`src/design/conv3_pkg.sv`:
```
// ----------------------------------------------------------------------------
// conv3_pkg
// Shared widths, register indexes and types of the 3x3 gray filter core.
// ----------------------------------------------------------------------------
`default_nettype none

package conv3_pkg;

    localparam int MAX_WIDTH      = 1024;
    localparam int ADDR_W         = $clog2(MAX_WIDTH);
    localparam int WIDTH_REG_W    = 11;
    localparam int HEIGHT_W       = 16;
    localparam int COEF_ROW_W     = 54;
    localparam int COEF_W         = 18;
    localparam int COEF_FRAC_BITS = 12;
    localparam int PIX_W          = 8;
    localparam int PROD_W         = PIX_W + 1 + COEF_W;
    localparam int PART_W         = PROD_W + 2;
    localparam int SUM_W          = PART_W + 2;
    localparam int CFG_IDX_W      = 3;

    // configuration register indexes
    localparam logic [CFG_IDX_W-1:0] REG_IMAGE_WIDTH  = 3'd0;
    localparam logic [CFG_IDX_W-1:0] REG_IMAGE_HEIGHT = 3'd1;
    localparam logic [CFG_IDX_W-1:0] REG_COEF_TOP     = 3'd2;
    localparam logic [CFG_IDX_W-1:0] REG_COEF_MID     = 3'd3;
    localparam logic [CFG_IDX_W-1:0] REG_COEF_BOT     = 3'd4;

    localparam logic [WIDTH_REG_W-1:0] WIDTH_RESET  = 11'd640;
    localparam logic [HEIGHT_W-1:0]    HEIGHT_RESET = 16'd480;
    // identity kernel: middle coefficient of the middle row is 1.0
    localparam logic [COEF_ROW_W-1:0]  COEF_MID_RESET =
        COEF_ROW_W'(64'd1 << (COEF_W + COEF_FRAC_BITS));

    typedef logic [PIX_W-1:0] pix_t;
    // one window column: [0] top, [1] middle, [2] bottom
    typedef logic [2:0][PIX_W-1:0] col_t;
    // coefficients of one window column, same row order
    typedef logic [2:0][COEF_W-1:0] coef_col_t;
    typedef logic signed [PART_W-1:0] part_t;

    // per-item decision from the counter unit
    typedef struct packed {
        logic              wr;
        logic [ADDR_W-1:0] addr;
        logic              emit;
        logic              interior;
        logic              last;
    } ctrl_t;

    // pipeline token that travels beside the data
    typedef struct packed {
        logic valid;
        logic wr;
        logic interior;
        logic last;
    } tok_t;

endpackage

`default_nettype wire

```
`src/design/conv3_ctrl.sv`:
```
// ----------------------------------------------------------------------------
// conv3_ctrl
// Input and output position counters; decides per item whether it is
// stored, whether it gives a result and where that result lies.
// ----------------------------------------------------------------------------
`default_nettype none

module conv3_ctrl (
    input  wire logic                              aclk,
    input  wire logic                              aresetn,
    input  wire logic                              accept,
    input  wire logic                              func,
    input  wire logic [conv3_pkg::WIDTH_REG_W-1:0] image_width,
    input  wire logic [conv3_pkg::HEIGHT_W-1:0]    image_height,
    output conv3_pkg::ctrl_t                       info
);

    localparam int AW = conv3_pkg::ADDR_W;
    localparam int WW = conv3_pkg::WIDTH_REG_W;
    localparam int HW = conv3_pkg::HEIGHT_W;

    logic [AW-1:0] in_col_reg,  in_col_next;
    logic [HW-1:0] in_row_reg,  in_row_next;
    logic [AW-1:0] out_col_reg, out_col_next;
    logic [HW-1:0] out_row_reg, out_row_next;

    logic [WW-1:0] w_eff;
    logic [HW-1:0] h_eff;
    logic          restart;
    logic [AW-1:0] ic, oc;
    logic [HW-1:0] ir, orow;
    logic          pix;
    logic          emit;
    logic          result;
    logic          ic_wrap, oc_wrap, or_last;

    always_comb begin
        if (image_width == '0) begin
            w_eff = WW'(1);
        end else if (image_width > WW'(conv3_pkg::MAX_WIDTH)) begin
            w_eff = WW'(conv3_pkg::MAX_WIDTH);
        end else begin
            w_eff = image_width;
        end
        h_eff = (image_height == '0) ? HW'(1) : image_height;

        // image fully delivered: start over
        restart = (in_row_reg >= h_eff) && (out_row_reg >= h_eff);
        ic   = restart ? '0 : in_col_reg;
        ir   = restart ? '0 : in_row_reg;
        oc   = restart ? '0 : out_col_reg;
        orow = restart ? '0 : out_row_reg;

        pix     = !func && (ir < h_eff);
        ic_wrap = (WW'(ic) + WW'(1)) >= w_eff;
        oc_wrap = (WW'(oc) + WW'(1)) >= w_eff;
        or_last = ({1'b0, orow} + (HW+1)'(1)) >= {1'b0, h_eff};

        in_col_next = ic;
        in_row_next = ir;
        if (pix) begin
            // one row and one pixel in before the first result
            emit = (ir >= HW'(2)) || ((ir == HW'(1)) && (ic != '0))
                || ((ir == '0) && (WW'(ic) >= (w_eff + WW'(1))));
            in_col_next = ic_wrap ? '0 : ic + AW'(1);
            in_row_next = ic_wrap ? ir + HW'(1) : ir;
        end else begin
            emit = ir >= h_eff;
        end

        result       = emit && (orow < h_eff);
        out_col_next = oc;
        out_row_next = orow;
        if (result) begin
            out_col_next = oc_wrap ? '0 : oc + AW'(1);
            out_row_next = oc_wrap ? orow + HW'(1) : orow;
            if (oc_wrap && or_last) begin
                in_col_next  = '0;
                in_row_next  = '0;
                out_col_next = '0;
                out_row_next = '0;
            end
        end

        info.wr       = pix;
        info.addr     = ic;
        info.emit     = result;
        info.interior = (orow != '0) && !or_last && (oc != '0) && !oc_wrap;
        info.last     = or_last && oc_wrap;
    end

    always_ff @(posedge aclk) begin
        if (!aresetn) begin
            in_col_reg  <= '0;
            in_row_reg  <= '0;
            out_col_reg <= '0;
            out_row_reg <= '0;
        end else if (accept) begin
            in_col_reg  <= in_col_next;
            in_row_reg  <= in_row_next;
            out_col_reg <= out_col_next;
            out_row_reg <= out_row_next;
        end
    end

endmodule

`default_nettype wire

```
`config.mk`:
```
export PLATFORM = sky130hd
export DESIGN_NAME = conv3_ctrl
export DESIGN_NICKNAME = d
export VERILOG_FILES = /design/src/design/conv3_pkg.sv /design/src/design/conv3_ctrl.sv
export SDC_FILE = /design/constraint.sdc
export NUM_CORES = 1
export LEC_CHECK = 0
export ABC_AREA = 0
export ABC_CLOCK_PERIOD_IN_PS = 7100
export BUFFER_PORTS_ARGS = -buffer_cell sky130_fd_sc_hd__buf_2
export CAP_MARGIN = 10
export CORE_UTILIZATION = 55
export DETAILED_ROUTE_END_ITERATION = 6
export HOLD_SLACK_MARGIN = 0.06
export PLACE_DENSITY = 0.74
export REMOVE_ABC_BUFFERS = 1
export SYNTH_ARGS = -nofsm -noshare
export SYNTH_HDL_FRONTEND = slang
export SYNTH_SLANG_ARGS = --single-unit
export TNS_END_PERCENT = 50
```
`constraint.sdc`:
```
create_clock -name aclk -period 7.1 [get_ports aclk]
set_input_delay 0.71 -clock aclk [delete_from_list [all_inputs] [get_ports aclk]]
set_output_delay 0.71 -clock aclk [all_outputs]
set_load 0.005 [all_outputs]
```
* Word-level counts from Yosys, hierarchy flattened *
Index checks and enable logic that the tools add are counted.

operators by class
  add/sub/neg operators = 8
  $lt $le $gt $ge = 11
  eq/ne operators = 1
  mux-type cells = 22
  reductions and logical operators = 20

operators by type and width
  cell                     number
  $mux W16                 10
  $mux W10                 9
  $ge A16 B16 Y1           3
  $add A16 B1 Y16 const B  2
  $logic_not A16 Y1        2
  $lt A16 B16 Y1           2
  $add A10 B1 Y11 const B  2
  $ge A11 B11 Y1           2
  $mux W11                 2
  $add A10 B1 Y10 const B  2
  $reduce_bool A10 Y1      2
  $add A16 B1 Y17 const B  1
  $ge A17 B16 Y1           1
  $eq A16 B1 Y1 const B    1
  $ge A16 B2 Y1 const B    1
  $reduce_bool A16 Y1      1
  $add A11 B1 Y11 const B  1
  $ge A10 B11 Y1           1
  $gt A11 B11 Y1 const B   1
  $logic_not A11 Y1        1
  $logic_and A1 B1 Y1      9
  $logic_not A1 Y1         3
  $logic_or A1 B1 Y1       2
  $mux W1                  1

word-level totals
  flip-flop bits (word level) = 52
  input port bits = 31
  output and inout port bits = 14
  logic and storage cells = 66

* Logic depth before layout (Yosys ltp) *
  word-level depth = 12
  mapped depth = 29
  depth with buffers taken out = 25

* Worst setup path before layout *
No wires, ideal clock.

  path type = input -> output
  start = input image_height[13] (netlist name)
  end = output info[1] (netlist name)
  data arrival time = 6.481 ns
  data required time = 6.390 ns
  path slack = -0.091 ns
  stages = 28
  path buffers = 4
  cells stage by stage = nor4_1 -> a41o_1 -> ha_1 -> nand2b_4 -> a2111oi_4 -> a2111oi_2 -> a211oi_2 -> or2_2 -> clkbuf_1 -> clkbuf_1 -> clkbuf_1 -> nand2_1 -> inv_1 -> ha_1 -> and3_1 -> nand3_1 -> xor2_1 -> nor2_1 -> ha_1 -> a211oi_1 -> o21bai_1 -> a2111oi_0 -> a211oi_1 -> a2111oi_1 -> and2_1 -> clkbuf_1 -> nand3_1 -> a21oi_1

RTL lines
  element             line              text
  start: declaration  conv3_ctrl.sv:14  input wire logic [conv3_pkg::HEIGHT_W-1:0] image_height,
  end: declaration    conv3_ctrl.sv:15  output conv3_pkg::ctrl_t info

==> metrics <==
CTS root buf clkbuf_16; status finished with violations; I/O pin count 45; initial DRC count 629; first-pass GRT wire length 32570 um; Net Sw Frac 31.53%; worst hold path type reg -> reg; instance area after placement 7039 um^2; Final Hold Fails 0; relative slew slack 38.01%; Avg Inst Size Synth 7.524 um^2; Vias 6842; LEAKAGE 3.469 nW; clock buffer depth 2; final WL 19690 um; vias in the first global route 6394; Synth Cell Area 6614 um^2; Vias/cell 6.424; clk slew on worst S/H paths 0.08 ns; max-slew violation count 0; CP max FO 6; final setup fails 0; # hold bufs at CTS 0; Finished Core Util 62.80%; Starting Density 57.19%; number of buffers created by CTS 5; die area 12470 um^2; combinational share of power 24.7%; most frequent cells in the layout ha_1 (122), nand2_1 (98), nor2_1 (63); DRC viols 12; synth warn 0; Die W 111.7 um; Clk Latency, worst-skew pair 0.31 ns; post-synthesis sequential area ratio 15.74%; Synth cell types 71; Die H 111.7 um; CP Launch Type primary input; area grow syn2layout 9.818%; Antenna Cells 0; smallest hold slack 0.5034 ns; layout cells sized above 1 11.17%; per-cell routed wire length 18.49 um; Worst EP required 6.39 ns; max cap viols 0; EDFF count, synth 0; Row Count 39; CTS tree built; # fillers 1065; commonest non-fill, non-tap cell in the layout ha_1; Worst EP arrival 6.06 ns; area occupied by multi-input gates 5261 um^2; CTS H-tree lvls 2; Seq. cell area 1041 um^2; largest area contributor in the netlist ha_1; Async SR Flop Fraction 0%; Clock Sinks 52; DRT antenna net count 0; Final Net Count 1075; top post-synthesis cells by area ha_1 (23%), dfxtp_1 (16%), nand2_1 (5.6%); P_int 0.0005420 W; post-detail-place hpwl 15120 um; Main synth FF type dfxtp_1; Worst-Margin Slew 0.9289 ns; clock power share 37.0%; Synth top area share 23.27%; Total GRT Usage 32.32%; GP Congestion 0.9446; nature of the critical path endpoint output port; final period utilization 95.30%; gr ovfl total 0; Seq pwr share 38.3%; largest net degree at the start of global routing 33; Pre-Repair DR Iteration Count 7; Clock Skews 0.008469 ns; cell area after layout 7263 um^2; Max IR drop VDD 0.00009059 V; Max Fclk 147.8 MHz; Final TNS setup 0 ns; minimum clock period 6.767 ns; failing checks DRC; PwrDens 109.0 nW/um^2; RSZ-0062 raised after global routing false; Gate Count Post-Synth 879; PortBufs 44; core outline area 11560 um^2; critical path class in -> out; initial antenna violation count 0; #FFs+latches synth 52; Psw 0.0002496 W
-- worst max-delay path, cell delays in order --
cell and delay, ns:
buf_2 0.11, nor4_2 0.28, a41o_1 0.33, ha_1 0.26, nand2b_4 0.15, a2111oi_4 0.35, a2111oi_2 0.10, a211oi_2 0.26
or2_4 0.22, nand2_1 0.15, inv_1 0.12, ha_1 0.16, and3_1 0.24, nand3_1 0.11, xor2_1 0.16, nor2_1 0.08
ha_1 0.36, a211oi_1 0.22, o21bai_1 0.14, a2111oi_2 0.34, a211oi_1 0.14, a2111oi_2 0.35, buf_4 0.21, and2_1 0.14
nand3_1 0.08, a21oi_1 0.15, buf_2 0.14
-- cell type report --
| cell class | instances | area share (%) |
|---|---|---|
| Clock inverter | 2 | 0.4823 |
| Sequential cell | 52 | 14.33 |
| Tap cell | 143 | 2.463 |
| Multi-Input combinational cell | 737 | 72.44 |
| Clock buffer | 6 | 1.774 |
| Inverter | 56 | 2.894 |
| Timing Repair Buffer | 69 | 5.616 |
-- worst paths after layout --
kind	start	end	slack, ns	depth (start not counted)
setup / recovery	image_height[9]	info[1]	0.33	27
hold / removal	in_col_reg[8]	in_col_reg[8]	0.50	2
setup reg to reg	in_row_reg[14]	in_row_reg[10]	0.92	24
hold reg to reg	in_col_reg[8]	in_col_reg[8]	0.50	2
-- synthesized netlist by cell type (7+ instances only) --
cell type / number
a211oi_1: 9
a21o_1: 11
a21oi_1: 51
a22o_1: 13
a31oi_1: 7
and2_1: 33
and3_1: 17
and4_1: 10
clkbuf_1: 27
dfxtp_1: 52
ha_1: 123
inv_1: 54
nand2_1: 98
nand2b_1: 7
nand3_1: 43
nand4_1: 22
nor2_1: 64
nor2b_1: 10
nor3_1: 14
nor4_1: 16
o211ai_1: 8
o21a_1: 10
o21ai_0: 49
xnor2_1: 25
xor2_1: 10
-- power by group through the flow --
stage                     combinational (W)  clock [W]  sequential (W)
after detailed placement           0.000189          0        0.000310
after global routing               0.000218   0.000304        0.000304
after global placement             0.000187          0        0.000310
final                              0.000195   0.000293        0.000304
after floorplan                    0.000118          0        0.000308
after CTS                          0.000191   0.000296        0.000303
-- per-stage QoR --
stage / instances / total power [W] / worst slack, ns
after floorplan: 845 / 0.0004261 / 0.009611
after global placement: 1054 / 0.0004970 / 0.1582
after detailed placement: 1054 / 0.0004991 / 0.004845
after CTS: 1064 / 0.0007903 / 0.04233
after global routing: 1065 / 0.0008264 / 0.01913
final: 1065 / 0.0007916 / 0.3334
-- what timing repair did --
action / in CTS / in global routing
pin swaps: 1 / 2
endpoints found under the setup margin: 2 / 2
setup buffers: 2 / 1
resized for setup: 1 / 9
-- metal layers --
| metal | vias up | global-route usage, % | wire [um] |
|---|---|---|---|
| li1 | 3324 | - | - |
| met1 | 3166 | 44.04 | 8983 |
| met2 | 306 | 51.68 | 8807 |
| met3 | 46 | 4.518 | 1356 |
| met4 | 0 | 11.98 | 548 |
| met5 | - | 0 | 0 |
-- cell families after synthesis --
family | count (synthesis) | synth area share [%]
flip-flops | 52 | 15.74
AND/OR/NAND/NOR | 363 | 28.40
adder cells (fa/ha/maj) | 123 | 23.27
buffers and inverters | 90 | 5.278
multiplexers | 7 | 1.116
AO/OA/AOI/OAI | 209 | 21.57
XOR/XNOR | 35 | 4.635
Power figures use the tool's default switching activity.
