### config.mk
export PLATFORM = sky130hd
export DESIGN_NAME = conv3_cell
export DESIGN_NICKNAME = d
export VERILOG_FILES = /design/src/design/conv3_pkg.sv /design/src/design/conv3_cell.sv
export SDC_FILE = /design/constraint.sdc
export NUM_CORES = 1
export LEC_CHECK = 0
export BUFFER_PORTS_ARGS = -buffer_cell sky130_fd_sc_hd__buf_2
export CORE_UTILIZATION = 57
export CTS_BUF_LIST = sky130_fd_sc_hd__clkbuf_16
export DETAILED_ROUTE_END_ITERATION = 6
export GPL_ROUTABILITY_DRIVEN = 0
export PLACE_DENSITY = 0.74
export SETUP_SLACK_MARGIN = 0.5
export SLEW_MARGIN = 20
export SYNTH_ARGS = -nofsm -noshare
export SYNTH_HDL_FRONTEND = slang
export SYNTH_SLANG_ARGS = --single-unit
### constraint.sdc
create_clock -name aclk -period 5 [get_ports aclk]
set_input_delay 0.75 -clock aclk [delete_from_list [all_inputs] [get_ports aclk]]
set_output_delay 0.75 -clock aclk [all_outputs]
set_load 0.01 [all_outputs]
### src/design/conv3_pkg.sv
// ----------------------------------------------------------------------------
// conv3_pkg
// Shared widths, register indexes and types of the 3x3 gray filter core.
// ----------------------------------------------------------------------------
`default_nettype none

package conv3_pkg;

    localparam int MAX_WIDTH      = 1024;
    localparam int ADDR_W         = $clog2(MAX_WIDTH);
    localparam int WIDTH_REG_W    = 11;
    localparam int HEIGHT_W       = 16;
    localparam int COEF_ROW_W     = 54;
    localparam int COEF_W         = 18;
    localparam int COEF_FRAC_BITS = 12;
    localparam int PIX_W          = 8;
    localparam int PROD_W         = PIX_W + 1 + COEF_W;
    localparam int PART_W         = PROD_W + 2;
    localparam int SUM_W          = PART_W + 2;
    localparam int CFG_IDX_W      = 3;

    // configuration register indexes
    localparam logic [CFG_IDX_W-1:0] REG_IMAGE_WIDTH  = 3'd0;
    localparam logic [CFG_IDX_W-1:0] REG_IMAGE_HEIGHT = 3'd1;
    localparam logic [CFG_IDX_W-1:0] REG_COEF_TOP     = 3'd2;
    localparam logic [CFG_IDX_W-1:0] REG_COEF_MID     = 3'd3;
    localparam logic [CFG_IDX_W-1:0] REG_COEF_BOT     = 3'd4;

    localparam logic [WIDTH_REG_W-1:0] WIDTH_RESET  = 11'd640;
    localparam logic [HEIGHT_W-1:0]    HEIGHT_RESET = 16'd480;
    // identity kernel: middle coefficient of the middle row is 1.0
    localparam logic [COEF_ROW_W-1:0]  COEF_MID_RESET =
        COEF_ROW_W'(64'd1 << (COEF_W + COEF_FRAC_BITS));

    typedef logic [PIX_W-1:0] pix_t;
    // one window column: [0] top, [1] middle, [2] bottom
    typedef logic [2:0][PIX_W-1:0] col_t;
    // coefficients of one window column, same row order
    typedef logic [2:0][COEF_W-1:0] coef_col_t;
    typedef logic signed [PART_W-1:0] part_t;

    // per-item decision from the counter unit
    typedef struct packed {
        logic              wr;
        logic [ADDR_W-1:0] addr;
        logic              emit;
        logic              interior;
        logic              last;
    } ctrl_t;

    // pipeline token that travels beside the data
    typedef struct packed {
        logic valid;
        logic wr;
        logic interior;
        logic last;
    } tok_t;

endpackage

`default_nettype wire

### src/design/conv3_cell.sv
// ----------------------------------------------------------------------------
// conv3_cell
// One window column: holds three pixels, passes them to its neighbor and
// forms the weighted sum of the column.
// ----------------------------------------------------------------------------
`default_nettype none

module conv3_cell (
    input  wire logic                 aclk,
    input  wire logic                 aresetn,
    input  wire logic                 en,
    input  wire logic                 shift,
    input  wire conv3_pkg::col_t      col_in,
    input  wire conv3_pkg::coef_col_t coef,
    output conv3_pkg::col_t           col_out,
    output conv3_pkg::part_t          part
);

    conv3_pkg::col_t                       pix_reg;
    logic signed [conv3_pkg::PROD_W-1:0]   prod_reg [3];
    conv3_pkg::part_t                      part_reg;

    always_ff @(posedge aclk) begin
        if (!aresetn) begin
            pix_reg <= '0;
        end else if (en && shift) begin
            pix_reg <= col_in;
        end
    end

    always_ff @(posedge aclk) begin
        if (en) begin
            for (int i = 0; i < 3; i++) begin
                prod_reg[i] <= $signed({1'b0, pix_reg[i]}) * $signed(coef[i]);
            end
            part_reg <= conv3_pkg::PART_W'(prod_reg[0])
                      + conv3_pkg::PART_W'(prod_reg[1])
                      + conv3_pkg::PART_W'(prod_reg[2]);
        end
    end

    assign col_out = pix_reg;
    assign part    = part_reg;

endmodule

`default_nettype wire

After elaboration in Yosys (flattened, before gate mapping). Memory sizes are Yosys's and may differ from the RTL's. Index checks and enable logic that the tools add are counted.

Bits in registers: 53. Memory bits (writable): 81. Word-level logic and storage cells: 13. Memories: 1.

$add $sub $neg: 2. Multiply operators: 3. Multiplexer cells: 2. Reductions and logical operators: 1.

Memory list: prod_reg (depth 3, width 27, read ports 3, clocked after Yosys merged registers in 0, wr ports 3, RTL line conv3_cell.sv:20) `logic signed [conv3_pkg::PROD_W-1:0] prod_reg [3];`.

Operators with widths (count): $mul 9x18->27 (3); $add 28x27->29 (1); $add 27x27->28 (1); $mux 1 (2); $logic_and 1x1->1 (1).

Logic depth before layout (Yosys ltp). Gate-level depths: netlist of the first run.

Depth in word-level cells: 2. Gate-level depth with buffers: 20.

Worst setup path before layout of the first run. Ideal clock, no wire load.

Path kind: in2reg. Start point: input coef[35] in the netlist's numbering. End point: memory prod_reg[0][53] in the netlist's numbering (data pin). Library setup time: 0.135 ns. Arrival: 5.088 ns. Slack: -0.223 ns. Stages: 17. Buffers on the path: 2. Path through: clkbuf_1 nand2_1 fa_1 fa_1 inv_1 fa_1 inv_1 fa_1 inv_1 ha_1 clkbuf_1 a21o_1 a221o_1 a21oi_1 o31ai_1 a2111o_1 nand3_1.

RTL lines: from (decl) (RTL line conv3_cell.sv:14) `input wire conv3_pkg::coef_col_t coef,`; to (decl) (RTL line conv3_cell.sv:20).

==> results_dict.tcl, run 1 <==
set metrics [dict create \
    synth_fa_ha_area_share_pct 44.17 \
    grt_pass1_wl_mm 84.19 \
    h-tree-depth 4 \
    worstSetupStartpointType "flip-flop" \
    fin_skew_ns 0.01406 \
    synth.avg_cell_area_sq_um 9.311 \
    hold_path_class "primary input to flip-flop" \
    muxShareOfSynthArea_pct 0.1810 \
    die_h_microns 199.0 \
    r2r-end "prod_reg[0][21]" \
    critPathBufInv 5 \
    clk_pin_slew_ns 0.07 \
    reg2regPathDepth 18 \
    core_sq_um 37930 \
    critical_path_arrival_ns 4.93 \
    final_core_util_pct 70.92 \
    synth_top_area_share_pct 33.48 \
    largest_register_ffs 81 \
    pwr_density_cell_nw_per_um2 253.6 \
    cp_common_cell "fa_1" \
    drive_above_1_share_pct 22.76 \
    finalHoldViolCount 0 \
    rows 71 \
    slew_viol_final 0 \
    remaining_drc_errors 0 \
    die_area_sq_um 39610 \
    rsz0062_at_grt "yes" \
    multiInputGateArea_sq_um 17320 \
    cp_num_cells 18 \
    ys_ff_latch 134 \
    maxCapViolations 0 \
    synth_xor_area_share_pct 3.207 \
    netlist_instances 2376 \
    register_area_sq_um 3862 \
    routed_wl_mm 53.68 \
    fin_tns_setup_ns 0 \
    grt_pass1_vias 17740 \
    synth_cell_types 75 \
    syn-num-nets 3017 \
    synth-compound-area-share_pct 9.416 \
    setup_violations 0 \
    endpoint "prod_reg[0][21]" \
    clock_sinks 134 \
    nFillCells 2726 \
    dpl.cell_count 3070 \
    holdBufCountCts 0 \
    critPathMaxStageDelay_ns 0.54 \
    cp_top_family "adder cells" \
    synth_edf_count 110 \
    critPathKind "flip-flop to flip-flop" \
    grt_max_degree 59 \
    synth.area.top_cells "fa_1, edfxtp_1, ha_1" \
    io_buffers 134 \
    r2r-start "col_out[1]" \
    fmax_mhz 210.9 \
    slew_headroom_pct 52.46 \
    critPathLaunch "col_out[1]" \
    viasPerCell 5.453 \
    synth_flop_cell "edfxtp_1" \
    synth_area_leader_cell "fa_1" \
    rrSetupSlack_ns 0.26 \
    wl_per_cell_microns 16.91 \
    synth.most_common_cell "inv_1" \
    dr.pass1.iters 5 \
    slowest_stage "fa_1" \
    worst_slew_pin_slew_ns 0.7131 \
    cts_root_buffer "clkbuf_16" \
    start_util_pct 58.32 \
    yosys-top-cells-count "inv_1, fa_1, nand2_1, and2_1, ha_1" \
    crit_fanout 4 \
    clockBufferDepth 2 \
    antenna_cells 0 \
    dp_hpwl_mm 40.59 \
    drt-initial-drc-count 884 \
    area_delta_synth_final_pct 21.59 \
    vias 17310 \
    synthSimpleGateAreaFrac_pct 15.80 \
    synthesis.area_sq_um 22120 \
    antenna_found_initial 2 \
    period_minus_slack_ns 4.742 \
    synth_seq_area_share_pct 17.10 \
    leakagePower_nw 13.68 \
    crit_required_ns 5.19 \
    final_cell_count_no_fill 3174 \
    cts_tree "built" \
    io_pins 135 \
    worstPathCellList "buf_6 > nand2_4 > fa_1 > inv_1 > fa_1 > inv_2 > fa_1 > fa_1 > inv_2 > ha_4 > and2_4 > a311o_1 > a211o_1 > a2bb2oi_2 > buf_4 > a31o_4 > a21boi_2 > xnor2_1" \
    synthArstFlopShare_pct 0 \
    synth_top_family_by_area "adder cells" \
    status "finished clean" \
    grt.total_usage_pct 27.16 \
    clkLatencyLatePin_ns 0.44 \
    cts_made_buffers 17 \
    crit_path_end_kind "flip-flop" \
    synth_warnings 0 \
    fin_crit_sh_pct 94.85 \
    grt_overflow 0 \
    die_w_microns 199.0 \
    fin_nets 3291 \
    ir_drop_mv 0.3114 \
    antenna_left 0 \
]
layer usage:
layer  global-route usage (%)  vias to the layer above  share of wire (%)
li1                         -                     7975                  -
met1                    35.49                     8755                 42
met2                    47.01                      491                 51
met3                    3.357                       86                5.1
met4                    8.575                        0                2.5
met5                        0                        -                  0
cell usage in the layout, fill, tap and decap left out, types with 22 or more instances in the layout:
| master | n |
|---|---|
| edfxtp_1 | 110 |
| buf_2 | 119 |
| inv_1 | 498 |
| buf_4 | 150 |
| and2_1 | 225 |
| fa_1 | 352 |
| a21boi_0 | 26 |
| buf_6 | 27 |
| nor3_1 | 22 |
| a21oi_1 | 65 |
| nand2_1 | 266 |
| ha_4 | 33 |
| nor2_1 | 34 |
| inv_2 | 27 |
| ha_1 | 148 |
| xnor2_1 | 56 |
| a21o_1 | 42 |
power by group:
part / internal [mW] / total (mW) / leakage [nW] / switching [mW]
Combinational: 1.66 / 3.88 / 12.1 / 2.22
Clock: 0.644 / 1.18 / 0.262 / 0.540
Sequential: 1.60 / 1.76 / 1.32 / 0.158
Total: 3.90 / 6.82 / 13.7 / 2.92
cell type report:
| class | instances | area share (%) |
|---|---|---|
| multi-input combinational | 1647 | 64.38 |
| sequential | 134 | 14.36 |
| timing repair buffer | 325 | 9.521 |
| inverter | 525 | 7.326 |
| tap | 511 | 2.377 |
| clock buffer | 17 | 1.581 |
| clock inverter | 15 | 0.4605 |
metrics by stage:
stage	hold WS, ns	power, mW	instance area, sq um	setup slack [ns]
2_1_floorplan	0.5583	4.288	22630	0.1695
3_3_place_gp	0.4972	5.227	24430	-0.1049
3_5_place_dp	0.5181	5.330	24430	-0.1733
4_1_cts	0.5127	6.637	25770	0.3789
5_1_grt	0.5569	7.349	26900	0.1337
6_report	0.5491	6.821	26900	0.2577
what timing repair did:
| item | CTS | global route |
|---|---|---|
| buffers inserted | 33 | 31 |
| endpoints found under the setup margin | 46 | 40 |
| gates resized for setup | 129 | 181 |
| pin swaps | 77 | 143 |
| cloned | 4 | 4 |
tightest hold or removal path: stages:
cell and delay (ns):
buf_2 0.09, nand2_1 0.04, a21boi_0 0.06
cells by family after synthesis:
family                   Yosys count
buffers and inverters            595
flip-flops                       134
AND/OR/NAND/NOR                  695
adder cells (fa/ha/maj)          559
multiplexers                       4
AO/OA/AOI/OAI                    308
XOR/XNOR                          81
worst min-delay path by stage:
stage | start | slack, ns | cells after the start | to
finish | col_in[19] | 0.55 | 3 | col_out[19]
detailed placement | col_out[18] | 0.52 | 2 | col_out[18]
global route | col_in[16] | 0.56 | 3 | col_out[16]
CTS | col_out[2] | 0.51 | 2 | col_out[2]
global placement | col_out[0] | 0.50 | 2 | col_out[0]
floorplan | col_out[14] | 0.56 | 2 | col_out[14]
Note: power is estimated with default switching activity, not from simulation.
==> inputs of run 2 (changes only) <==
--- a/config.mk
+++ b/config.mk
@@ -7,11 +7,13 @@
 export LEC_CHECK = 0
 export BUFFER_PORTS_ARGS = -buffer_cell sky130_fd_sc_hd__buf_2
 export CORE_UTILIZATION = 57
-export CTS_BUF_LIST = sky130_fd_sc_hd__clkbuf_16
+export CTS_BUF_LIST = sky130_fd_sc_hd__clkbuf_8
 export DETAILED_ROUTE_END_ITERATION = 6
 export GPL_ROUTABILITY_DRIVEN = 0
 export PLACE_DENSITY = 0.74
+export REMOVE_ABC_BUFFERS = 1
 export SETUP_SLACK_MARGIN = 0.5
+export SKIP_CTS_REPAIR_TIMING = 1
 export SLEW_MARGIN = 20
 export SYNTH_ARGS = -nofsm -noshare
 export SYNTH_HDL_FRONTEND = slang
==> results_dict.tcl, run 2 (synthesis gave the netlist of run 1 again) <==
set metrics [dict create \
    fmax_mhz 212.9 \
    grt.total_usage_pct 26.48 \
    cts_tree "built" \
    clock_sinks 134 \
    status "finished clean" \
    critPathKind "flip-flop to flip-flop" \
    final_core_util_pct 71.24 \
    io_pins 135 \
    die_h_microns 199.0 \
    crit_path_end_kind "flip-flop" \
    grt_pass1_vias 17620 \
    clockBufferDepth 2 \
    slew_headroom_pct 48.70 \
    final_common_cell "inv_1" \
    antenna_left 0 \
    drt-initial-drc-count 966 \
    met1_usage_pct 34.81 \
    critical_path_arrival_ns 5.01 \
    cts_made_buffers 17 \
    slew_viol_final 0 \
    fin_crit_sh_pct 93.94 \
    period_minus_slack_ns 4.697 \
    fin_hold_ws_ns 0.4745 \
    grt_pass1_wl_mm 82.99 \
    critPathMaxStageDelay_ns 0.55 \
    worst_slew_pin_slew_ns 0.7695 \
    grt_overflow 0 \
    ir_drop_mv 0.2262 \
    largest_register_ffs 81 \
    start_util_pct 58.32 \
    die_w_microns 199.0 \
    worstPathCellList "buf_8 > buf_6 > and2_4 > fa_2 > inv_2 > fa_1 > fa_2 > fa_1 > inv_2 > ha_4 > a21o_1 > a221oi_2 > a21bo_1 > a31o_1 > o21a_1 > a31oi_2" \
    clkLatencyLatePin_ns 0.50 \
    core_sq_um 37930 \
    routed_wl_mm 54.41 \
    fin_area_sq_um 27020 \
    drive_above_1_share_pct 23.98 \
    crit_required_ns 5.31 \
    die_area_sq_um 39610 \
    io_buffers 134 \
    dp_hpwl_mm 41.25 \
    rsz0062_at_grt "yes" \
    viasPerCell 5.403 \
    slowest_stage "fa_1" \
    use_met2_pct 46.52 \
    crit_fanout 6 \
    remaining_drc_errors 0 \
    pwr_density_cell_nw_per_um2 249.6 \
    hold_path_class "primary input to flip-flop" \
    worstSetupStartpointType "flip-flop" \
    finalHoldViolCount 0 \
    antenna_found_initial 1 \
    grtUsageMet3_pct 2.815 \
    wl_per_cell_microns 16.82 \
    maxCapViolations 0 \
    clk_pin_slew_ns 0.11 \
    leakagePower_nw 13.83 \
    cts_root_buffer "clkbuf_8" \
    final_cell_mix "inv_1, fa_1, nand2_1, and2_1, buf_4" \
    dr.pass1.iters 5 \
    h-tree-depth 4 \
    fin_nets 3351 \
    top_usage_layer "met2" \
    grt_max_degree 63 \
    rows 71 \
    dpl_cell_area_sq_um 24540 \
    fin_skew_ns 0.02275 \
    setup_violations 0 \
    area_delta_synth_final_pct 22.15 \
    vias 17480 \
    finalPower_mw 6.746 \
]
[run 2: worst max-delay path, delay by kind of cell, from the launching register on]
kind	cells	cell delay [ns]
fa+ha+maj	5	2.28
buf+inv	4	0.35
simple gates	1	0.13
compound gates	6	1.34
flops	1	0.39
[run 2: cell type report]
class / count / area, sq um
antenna: 1 / 2.502
clock buffer: 17 / 234.0
clock inverter: 15 / 190.2
fill: 2653 / 10910
inverter: 525 / 1973
multi-input combinational: 1647 / 17210
sequential: 134 / 3859
tap: 511 / 639.4
timing repair buffer: 385 / 2917
[run 2: power by group]
group	switching, mW	internal, mW	total (mW)
sequential	0.168	1.60	1.76
clock	0.530	0.506	1.04
combinational	2.23	1.71	3.94
total	2.93	3.82	6.75
[run 2: metal layers]
metal	vias to the layer above	routed length, microns	share of wire, %
li1	8115	-	-
met1	8777	23010	42
met2	504	27810	51
met3	83	2527	4.6
met4	0	1061	2.0
met5	-	0	0
[run 2: stage by stage]
step                setup TNS, ns  instances  worst slack, ns
floorplan                       0       2306          0.05783
detailed placement         -2.891       3131          -0.2205
global route                    0       3235           0.1551
global placement           -1.275       3131          -0.1328
finish                          0       3235           0.3028
CTS                      -0.04857       3163         -0.04209
[run 2: worst paths after layout]
path | start | endpoint | slack, ns | cells past startpoint
max reg2reg | col_out[4] | prod_reg[0][24] | 0.30 | 16
min reg2reg | col_out[8] | col_out[8] | 0.53 | 2
max | col_out[4] | prod_reg[0][24] | 0.30 | 16
min | col_in[9] | col_out[9] | 0.47 | 3
==> inputs of run 3 (changes only) <==
--- a/config.mk
+++ b/config.mk
@@ -7,14 +7,13 @@
 export LEC_CHECK = 0
 export BUFFER_PORTS_ARGS = -buffer_cell sky130_fd_sc_hd__buf_2
 export CORE_UTILIZATION = 57
-export CTS_BUF_LIST = sky130_fd_sc_hd__clkbuf_8
+export CTS_BUF_LIST = sky130_fd_sc_hd__clkbuf_16
 export DETAILED_ROUTE_END_ITERATION = 6
 export GPL_ROUTABILITY_DRIVEN = 0
 export PLACE_DENSITY = 0.74
 export REMOVE_ABC_BUFFERS = 1
 export SETUP_SLACK_MARGIN = 0.5
 export SKIP_CTS_REPAIR_TIMING = 1
-export SLEW_MARGIN = 20
 export SYNTH_ARGS = -nofsm -noshare
 export SYNTH_HDL_FRONTEND = slang
 export SYNTH_SLANG_ARGS = --single-unit
==> results_dict.tcl, run 3 (synthesis gave the netlist of run 1 again) <==
set metrics [dict create \
    power_frac_comb_pct 56.0 \
    io_buffers 134 \
    rrSetupSlack_ns 0.26 \
    viasPerCell 5.447 \
    die_area_sq_um 39610 \
    finalPower_mw 7.129 \
    finalHoldViolCount 0 \
    wl_per_cell_microns 17.44 \
    grt_overflow 0 \
    dpl_cell_area_sq_um 24540 \
    slew_viol_final 0 \
    r2r-end "prod_reg[0][47]" \
    pwr_density_cell_nw_per_um2 260.2 \
    cts_tree "built" \
    fin_nets 3350 \
    io_pins 135 \
    rows 71 \
    clk_pin_slew_ns 0.08 \
    crit_required_ns 5.23 \
    status "finished clean" \
    power.internal_mw 4.113 \
    drive_above_1_share_pct 24.61 \
    die_w_microns 199.0 \
    drt-initial-drc-count 1125 \
    clockBufferDepth 2 \
    clkPwrFrac_pct 19.3 \
    crit_fanout 7 \
    critPathMaxStageDelay_ns 0.60 \
    slowest_stage "fa_1" \
    critical_path_arrival_ns 4.97 \
    grt.total_usage_pct 26.73 \
    cts_made_buffers 17 \
    worstSetupStartpointType "flip-flop" \
    fin_crit_sh_pct 94.71 \
    wl_met1_mm 23.30 \
    maxCapViolations 0 \
    switching_share_pct 42.31 \
    dr.pass1.iters 6 \
    clkLatencyLatePin_ns 0.45 \
    core_sq_um 37930 \
    hold_path_class "flip-flop to flip-flop" \
    antenna_found_initial 1 \
    cp_common_cell "fa_1" \
    dp_slack_ns -0.2205 \
    crit_path_end_kind "flip-flop" \
    area_delta_synth_final_pct 23.83 \
    grt_pass1_vias 17680 \
    final_cell_count_no_fill 3234 \
    routed_wl_mm 56.41 \
    leakagePower_nw 13.95 \
    period_minus_slack_ns 4.735 \
    start_util_pct 58.32 \
    fin_skew_ns 0.01420 \
    fmax_mhz 211.2 \
    reg2regPathDepth 19 \
    critPathBufInv 6 \
    worstPathCellList "buf_12 > clkbuf_16 > nand2_4 > fa_1 > inv_1 > fa_1 > fa_1 > inv_1 > fa_1 > inv_2 > ha_4 > nand2_2 > o21a_1 > nand2_1 > a21oi_2 > buf_6 > o31ai_2 > o21ai_1 > xnor2_1" \
    critPathKind "flip-flop to flip-flop" \
    r2r-start "col_out[10]" \
    vias 17620 \
    die_h_microns 199.0 \
    ir_drop_mv 0.2925 \
    route.met3.wl_mm 2.923 \
    power_frac_seq_pct 24.7 \
    wl_met2_mm 28.85 \
    antenna_left 0 \
    grt_max_degree 63 \
    fin_tns_setup_ns 0 \
    final_common_cell "inv_1" \
    final_cell_mix "inv_1, fa_1, nand2_1, and2_1, buf_4" \
    clock_sinks 134 \
    final_core_util_pct 72.22 \
    grt_pass1_wl_mm 83.73 \
    dpl.cell_count 3131 \
    remaining_drc_errors 0 \
    largest_register_ffs 81 \
    switching_power_mw 3.016 \
    hp-start "col_out[10]" \
    rsz0062_at_grt "yes" \
    fin_ws_ns 0.2645 \
    cp_top_family "adder cells" \
    cts_root_buffer "clkbuf_16" \
    setup_violations 0 \
    slew_headroom_pct 24.82 \
    h-tree-depth 4 \
    min_to "col_out[10]" \
    worst_slew_pin_slew_ns 1.125 \
    fin_area_sq_um 27400 \
    dp_hpwl_mm 41.25 \
    min_path_cells 2 \
    routed.top_layer "met4" \
    fin_hold_ws_ns 0.5317 \
]
==> run 3: cell count changes in the layout (fill, tap and decap cells not counted), sizes merged <==
cell,delta
buf,-4
clkbuf,+3
==> run 3: worst max path at each step <==
stage | from | endpoint | slack, ns | cells after the start
CTS | col_out[0] | prod_reg[0][26] | -0.04 | 17
finish | col_out[10] | prod_reg[0][47] | 0.26 | 19
floorplan | coef[7] | prod_reg[0][21] | 0.06 | 16
detailed placement | coef[16] | prod_reg[0][24] | -0.22 | 17
global placement | coef[16] | prod_reg[0][24] | -0.13 | 17
global route | col_out[16] | prod_reg[0][76] | 0.20 | 18
==> run 3: layer usage <==
layer  vias up  global-route usage (%)
met3       107                   3.154
met4         0                   6.211
li1       8109                       -
met1      8821                   34.97
met5         -                       0
met2       579                   47.29
==> run 3: tightest hold or removal path, cell delays in order, from the launching register on <==
cell	delay, ns
dfxtp_4	0.37
nand2_1	0.06
a21boi_0	0.07
==> run 3: power by group through the flow <==
stage / clock, mW / combinational, mW / sequential [mW]
finish: 1.38 / 3.99 / 1.76
global route: 1.43 / 4.44 / 1.78
floorplan: 0 / 2.38 / 1.79
detailed placement: 0 / 3.56 / 1.80
CTS: 1.38 / 3.59 / 1.77
global placement: 0 / 3.45 / 1.79
==> run 3: layout make-up <==
cell class	instances	area, sq um
timing repair buffer	384	2948
clock inverter	15	190.2
tap	511	639.4
fill	2573	10540
inverter	525	1973
antenna	1	2.502
sequential	134	3855
multi-input combinational	1647	17360
clock buffer	17	425.4
